===== config.mk =====
export PLATFORM = sky130hd
export DESIGN_NAME = base64_codec_unit
export DESIGN_NICKNAME = d
export VERILOG_FILES = /design/src/hdl/b64c_pkg.sv /design/src/hdl/base64_codec_unit.sv
export SDC_FILE = /design/constraint.sdc
export NUM_CORES = 1
export LEC_CHECK = 0
export ABC_AREA = 1
export BUFFER_PORTS_ARGS = -buffer_cell sky130_fd_sc_hd__buf_2
export CORE_MARGIN = 2
export CORE_UTILIZATION = 58
export CTS_BUF_LIST = sky130_fd_sc_hd__clkbuf_4
export DETAILED_ROUTE_END_ITERATION = 6
export PLACE_DENSITY = 0.9
export SLEW_MARGIN = 20
export SYNTH_ARGS = -nofsm -noshare
export SYNTH_HDL_FRONTEND = slang
export SYNTH_SLANG_ARGS = --single-unit

===== constraint.sdc =====
create_clock -name clk -period 3.1 [get_ports clk]
set_clock_uncertainty 0.2 [all_clocks]
set_input_delay 0.62 -clock clk [delete_from_list [all_inputs] [get_ports clk]]
set_output_delay 0.62 -clock clk [all_outputs]
set_load 0.005 [all_outputs]

===== src/hdl/b64c_pkg.sv =====
`timescale 1ns / 1ps
// ----------------------------------------------------------------------------
// b64c_pkg
// Shared constants and character mapping for the Base64 codec.
// ----------------------------------------------------------------------------
package b64c_pkg;

  localparam logic [7:0] PAD_CHAR  = 8'h3D;
  localparam logic       MODE_ENC  = 1'b0;
  localparam logic       MODE_DEC  = 1'b1;
  localparam int         RES_MAX   = 4;
  localparam int         USER_SEND = 0;
  localparam int         USER_ERR  = 1;

  // Map a 6-bit value to its alphabet character.
  function automatic logic [7:0] enc_char(input logic [5:0] v);
    logic [7:0] w;
    w = {2'b00, v};
    if (v < 6'd26) begin
      enc_char = w + 8'd65;
    end else if (v < 6'd52) begin
      enc_char = w + 8'd71;
    end else if (v < 6'd62) begin
      enc_char = w - 8'd4;
    end else if (v == 6'd62) begin
      enc_char = 8'h2B;
    end else begin
      enc_char = 8'h2F;
    end
  endfunction

  // Map a character to its 6-bit value; bit 6 set marks an invalid character.
  function automatic logic [6:0] dec_code(input logic [7:0] c);
    logic [7:0] w;
    w = 8'd0;
    if (c >= 8'h41 && c <= 8'h5A) begin
      w = c - 8'd65;
    end else if (c >= 8'h61 && c <= 8'h7A) begin
      w = c - 8'd71;
    end else if (c >= 8'h30 && c <= 8'h39) begin
      w = c + 8'd4;
    end else if (c == 8'h2B) begin
      w = 8'd62;
    end else if (c == 8'h2F) begin
      w = 8'd63;
    end else begin
      w = 8'd64;
    end
    dec_code = w[6:0];
  endfunction

endpackage


===== src/hdl/base64_codec_unit.sv =====
`timescale 1ns / 1ps
// ----------------------------------------------------------------------------
// base64_codec_unit
// Streaming Base64 encoder/decoder, direction selected by the mode register.
// ----------------------------------------------------------------------------
// Throughput: one input per cycle into the input register, stalled while
// the input's results cannot yet enter the result register; results leave
// one per cycle from a four-entry result register while the output is
// ready. Encoding makes four characters per three bytes.
// Reset: synchronous rst clears mode to encode, the group state and all
// pipeline valids.
module base64_codec_unit (
  input  logic       clk,
  input  logic       rst,
  input  logic       cfg_valid,
  output logic       cfg_ready,
  input  logic [0:0] cfg_data,       // mode
  input  logic       s_axis_tvalid,
  output logic       s_axis_tready,
  input  logic [7:0] s_axis_tdata,   // data_in
  input  logic       s_axis_tlast,
  output logic       m_axis_tvalid,
  input  logic       m_axis_tready,
  output logic [7:0] m_axis_tdata,   // data_out
  output logic       m_axis_tlast,
  output logic [1:0] m_axis_tuser    // stream_end, error
);

  logic        mode;
  logic [23:0] group_bits, group_bits_next;
  logic [1:0]  slot_count, slot_count_next;
  logic [1:0]  pad_count, pad_count_next;

  logic        in_valid;
  logic [7:0]  in_data;
  logic        in_last;

  logic [7:0]  buf_data [b64c_pkg::RES_MAX];
  logic [2:0]  buf_cnt;
  logic        buf_send;
  logic        buf_err;

  logic [7:0]  res_data [b64c_pkg::RES_MAX];
  logic [2:0]  res_cnt;
  logic        res_err;

  logic        out_xfer;
  logic        buf_free;
  logic        advance;

  logic [23:0] grp;
  logic [6:0]  code;
  logic [1:0]  pad_v;
  logic        fail;

  assign cfg_ready     = 1'b1;
  assign out_xfer      = m_axis_tvalid && m_axis_tready;
  assign buf_free      = (buf_cnt == 3'd0) || ((buf_cnt == 3'd1) && m_axis_tready);
  assign advance       = in_valid && ((res_cnt == 3'd0) || buf_free);
  assign s_axis_tready = !in_valid || advance;

  assign m_axis_tvalid = (buf_cnt != 3'd0);
  assign m_axis_tdata  = buf_data[0];
  assign m_axis_tlast  = (buf_cnt == 3'd1);
  always_comb begin
    m_axis_tuser = 2'b00;
    m_axis_tuser[b64c_pkg::USER_SEND] = buf_send && (buf_cnt == 3'd1);
    m_axis_tuser[b64c_pkg::USER_ERR]  = buf_err;
  end

  always_comb begin
    grp             = group_bits;
    group_bits_next = group_bits;
    slot_count_next = slot_count;
    pad_count_next  = pad_count;
    res_cnt         = 3'd0;
    res_err         = 1'b0;
    code            = b64c_pkg::dec_code(in_data);
    pad_v           = pad_count;
    fail            = 1'b0;
    for (int k = 0; k < b64c_pkg::RES_MAX; k++) begin
      res_data[k] = 8'd0;
    end
    if (mode == b64c_pkg::MODE_ENC) begin
      case (slot_count)
        2'd0:    grp[23:16] = in_data;
        2'd1:    grp[15:8]  = in_data;
        default: grp[7:0]   = in_data;
      endcase
      if (slot_count == 2'd2 || in_last) begin
        for (int k = 0; k < b64c_pkg::RES_MAX; k++) begin
          if (k <= int'(slot_count) + 1) begin
            res_data[k] = b64c_pkg::enc_char(grp[23 - 6 * k -: 6]);
          end else begin
            res_data[k] = b64c_pkg::PAD_CHAR;
          end
        end
        res_cnt         = 3'd4;
        group_bits_next = 24'd0;
        slot_count_next = 2'd0;
        pad_count_next  = 2'd0;
      end else begin
        group_bits_next = grp;
        slot_count_next = slot_count + 2'd1;
      end
    end else begin
      if (in_data == b64c_pkg::PAD_CHAR) begin
        if (slot_count < 2'd2) begin
          fail = 1'b1;
        end else begin
          pad_v = pad_count + 2'd1;
        end
      end else if (code[6] || pad_count != 2'd0) begin
        fail = 1'b1;
      end else begin
        case (slot_count)
          2'd0:    grp[23:18] = code[5:0];
          2'd1:    grp[17:12] = code[5:0];
          2'd2:    grp[11:6]  = code[5:0];
          default: grp[5:0]   = code[5:0];
        endcase
      end
      if (!fail) begin
        if (slot_count == 2'd3) begin
          res_cnt         = {1'b0, 2'd3 - pad_v};
          res_data[0]     = grp[23:16];
          res_data[1]     = grp[15:8];
          res_data[2]     = grp[7:0];
          group_bits_next = 24'd0;
          slot_count_next = 2'd0;
          pad_count_next  = 2'd0;
        end else if (in_last) begin
          fail = 1'b1;
        end else begin
          group_bits_next = grp;
          slot_count_next = slot_count + 2'd1;
          pad_count_next  = pad_v;
        end
      end
      if (fail) begin
        res_cnt         = 3'd1;
        res_err         = 1'b1;
        res_data[0]     = 8'd0;
        group_bits_next = 24'd0;
        slot_count_next = 2'd0;
        pad_count_next  = 2'd0;
      end
    end
  end

  always_ff @(posedge clk) begin
    if (rst) begin
      mode       <= b64c_pkg::MODE_ENC;
      group_bits <= 24'd0;
      slot_count <= 2'd0;
      pad_count  <= 2'd0;
      in_valid   <= 1'b0;
      buf_cnt    <= 3'd0;
    end else begin
      if (cfg_valid && cfg_ready) begin
        mode       <= cfg_data[0];
        group_bits <= 24'd0;
        slot_count <= 2'd0;
        pad_count  <= 2'd0;
      end else if (advance) begin
        group_bits <= group_bits_next;
        slot_count <= slot_count_next;
        pad_count  <= pad_count_next;
      end
      if (s_axis_tvalid && s_axis_tready) begin
        in_valid <= 1'b1;
      end else if (advance) begin
        in_valid <= 1'b0;
      end
      if (advance && res_cnt != 3'd0) begin
        buf_cnt <= res_cnt;
      end else if (out_xfer) begin
        buf_cnt <= buf_cnt - 3'd1;
      end
    end
  end

  always_ff @(posedge clk) begin
    if (s_axis_tvalid && s_axis_tready) begin
      in_data <= s_axis_tdata;
      in_last <= s_axis_tlast;
    end
    if (advance && res_cnt != 3'd0) begin
      buf_data <= res_data;
      buf_send <= in_last;
      buf_err  <= res_err;
    end else if (out_xfer) begin
      for (int k = 0; k < b64c_pkg::RES_MAX - 1; k++) begin
        buf_data[k] <= buf_data[k + 1];
      end
    end
  end

endmodule


==> flow_metrics.py <==
metrics = {
    "run_status": {
        "outcome": "complete, but fails checks",
        "violations": "negative setup slack",
    },
    "pwr": {
        "switchingPower_w": 0.00191,
        "combPwrFrac_pct": 51.9,
        "p_int_w": 0.00241,
        "p_sw_share_pct": 44.1,
        "p_clk_share_pct": 14.1,
        "irDropWorstVdd_uv": 390,
        "p_leak_nw": 3.09,
        "total_power_w": 0.00432,
        "seqPwrFrac_pct": 34.0,
        "pwr_density_cell_mw_per_mm2": 575,
    },
    "logic_synthesis": {
        "synth_nets": 965,
        "synth_cell_types": 45,
        "syn_inst": 911,
        "synth_flop_cell": "edfxtp_1",
        "synth_edf_count": 43,
        "yosysSeqAreaShare_pct": 30.6,
        "syn_area_sq_mm": 0.00638,
        "synth_top_area_share_pct": 20.2,
        "synthTopCellsByArea": "edfxtp_1, nand2_1, dfxtp_1",
        "synth.avg_cell_area_sq_um": 7.00,
        "ys_seq_elements": 76,
        "ys_warn_count": 0,
        "synth_top_cell_by_area": "edfxtp_1",
        "synthArstFlopShare_pct": 0,
    },
    "worst_hold_path": {
        "hp-class": "in -> reg",
    },
    "global_routing": {
        "track_usage_pct": 32.1,
        "grt_max_degree": 31,
        "top_usage_layer": "met2",
        "antenna_found_initial": 1,
        "grt_use_met1_pct": 40.3,
        "use_met2_pct": 51.2,
        "grt_overflow": 0,
        "gr-usage-met3_pct": 6.63,
        "grt_pass1_wl_mm": 29.5,
        "grt_pass1_vias": 6113,
    },
    "timing": {
        "maxSlewViolCount": 0,
        "setup_viol": 1,
        "layout_setup_ws_ns": -0.207,
        "fmax_mhz": 302,
        "relSlewSlack_pct": 64.5,
        "finalCriticalPeriod_ns": 3.31,
        "fin_crit_sh_pct": 107,
        "tightest_slew_ns": 0.527,
        "rsz0062_at_grt": "yes",
        "final_hold_viol_count": 0,
    },
    "clock_tree": {
        "postCtsHoldBufs": 0,
        "htree_levels": 3,
        "clkSinkCount": 76,
        "clk_pin_slew_worst_paths_ns": 0.14,
        "clk_path_buf_depth": 2,
        "cts_buffers": 9,
        "clock_latency_ns": 0.46,
        "clock-root-buffer": "clkbuf_4",
        "cts_tree": "yes",
    },
    "worst_setup_path": {
        "crit_arrival_ns": 2.49,
        "slowest_delay_ns": 0.52,
        "crit_path_max_fanout": 5,
        "required_ns": 2.28,
        "crit_type": "reg -> out",
        "start_kind": "register",
        "crit_chain": "inv_4 -> nand2_4 -> nor2_4 -> nand3_2 -> nor2_4 -> inv_2 -> nand2_1 -> and3_1 -> nand3_4 -> nand2_2 -> inv_2 -> nand2_4 -> nand3_4 -> buf_6",
        "worst_path_max_delay_cell": "edfxtp_1",
        "end_kind": "output port",
    },
    "route": {
        "viasPerCell": 5.85,
        "vias": 6691,
        "drt_first_pass_iters": 7,
        "wire_per_inst_um": 16.7,
        "drcViolationCount": 0,
        "antenna_left": 0,
        "totalWireLength_mm": 19.1,
        "drt_iter0_markers": 784,
    },
    "layout": {
        "areaGrowthSynthToFinish_pct": 17.8,
        "final_common_cell": "nand2_1",
        "final_cells": 1143,
        "final_nets": 1051,
        "mostFrequentLayoutCells": "nand2_1, nor2_1, inv_1",
        "drive_gt1_share_pct": 21.8,
    },
    "floorplanning": {
        "die_h_um": 109,
        "core-area_sq_mm": 0.0108,
        "die_x_um": 109,
        "pin_count": 29,
        "row_count": 38,
        "initial_core_util_pct": 59.1,
        "die_area_sq_mm": 0.0119,
    },
    "placed_design": {
        "dp_cells": 1095,
        "gp_congestion": 1.10,
        "hpwl_mm": 13.3,
        "portBuffers": 27,
    },
    "run": {
        "drv_cap": 0,
    },
}
[sequential cells by signal, indices dropped and copies added, names as in the netlist]
signal        cells
mode              1
pad_count         2
in_data           8
in_last           1
buf_cnt           3
buf_err           1
in_valid          1
m_axis_tdata      8
buf_send          1
group_bits       24
buf_data         24
slot_count        2
[per-stage QoR]
| stage | setup WS, ns | util, % | setup TNS, ns | hold WS [ns] | instance area, sq um |
|---|---|---|---|---|---|
| after global placement | 0.100 | 63.8 | 0 | 0.253 | 6880 |
| after detailed placement | 0.0752 | 63.8 | 0 | 0.263 | 6880 |
| after floorplan | 0.0588 | - | 0 | 0.237 | 6380 |
| after CTS | -0.158 | 66.7 | -0.158 | 0.115 | 7200 |
| after global routing | -0.333 | 69.6 | -1.19 | 0.123 | 7510 |
| final | -0.207 | 69.6 | -0.207 | 0.133 | 7510 |
[cells in the mapped netlist, types with 3 or more instances]
| cell type | count |
|---|---|
| nand2_1 | 215 |
| nor2_1 | 97 |
| inv_1 | 86 |
| o21ai_0 | 76 |
| a21oi_1 | 46 |
| edfxtp_1 | 43 |
| nand3_1 | 42 |
| ha_1 | 39 |
| dfxtp_1 | 33 |
| o21ai_1 | 30 |
| o22ai_1 | 30 |
| o211ai_1 | 19 |
| xor2_1 | 17 |
| buf_4 | 15 |
| buf_6 | 10 |
| buf_2 | 9 |
| clkbuf_1 | 8 |
| nor3_1 | 8 |
| xnor2_1 | 8 |
| inv_2 | 7 |
| nand4_1 | 7 |
| nor2_2 | 7 |
| nand2_4 | 6 |
| a31oi_1 | 5 |
| nand2_2 | 5 |
| o21ai_2 | 5 |
| a21oi_2 | 4 |
| clkinv_1 | 4 |
| o21a_1 | 4 |
| or2_2 | 4 |
| inv_4 | 3 |
[worst max-delay path: cells and delay by family (launching register included)]
| family | cells | cell delay, ns |
|---|---|---|
| buffers and inverters | 4 | 0.42 |
| DFF | 1 | 0.52 |
| and+or+nand+nor | 10 | 1.07 |
[metal layers]
| layer | up-vias | wire, um |
|---|---|---|
| met5 | - | 0 |
| li1 | 3221 | - |
| met1 | 3045 | 7780 |
| met3 | 77 | 1610 |
| met4 | 0 | 990 |
| met2 | 348 | 8740 |
[what timing repair did]
action | in CTS | in global routing
cloned | 0 | 4
setup buffers | 14 | 13
gates resized for setup | 20 | 42
pin swaps | 9 | 9
setup endpoints to repair | 1 | 78
[power groups by stage]
stage               registers (W)  logic (W)  clock network (W)
finish                    0.00147    0.00224           0.000609
global route              0.00149    0.00246           0.000639
CTS                       0.00146    0.00202           0.000606
detailed placement        0.00149    0.00196                  0
global placement          0.00148    0.00192                  0
floorplan                 0.00147    0.00144                  0
[cell families (layout without fill, tap and decap cells)]
group | count (synthesis) | count (layout) | synth area share, %
AND/OR/NAND/NOR | 400 | 401 | 27.0
flip-flops | 76 | 76 | 30.6
adder cells (fa/ha/maj) | 39 | 39 | 7.65
XOR/XNOR | 25 | 25 | 3.43
other | 1 | 2 | 0.0588
AO/OA/AOI/OAI | 228 | 228 | 20.5
buffers and inverters | 142 | 232 | 10.7
[final timing paths]
| check | start | endpoint | slack, ns | cells after the start |
|---|---|---|---|---|
| max | in_data[7] | s_axis_tready | -0.21 | 14 |
| min | s_axis_tdata[4] | in_data[4] | 0.13 | 1 |
| max reg2reg | in_data[3] | m_axis_tdata[3] | 0.04 | 20 |
| min reg2reg | group_bits[22] | group_bits[22] | 0.29 | 2 |
[cell type report]
class | count | area, sq um
diodes | 1 | 2.50
clock buffers | 9 | 67.6
clock inverters | 7 | 63.8
fillers | 871 | 3280
inverters | 100 | 392
multi-input cells | 694 | 3950
flip-flops and latches | 76 | 1950
well taps | 140 | 175
repair buffers | 115 | 903
repair inverters | 1 | 5.00
(Power assumes the default switching activity.)
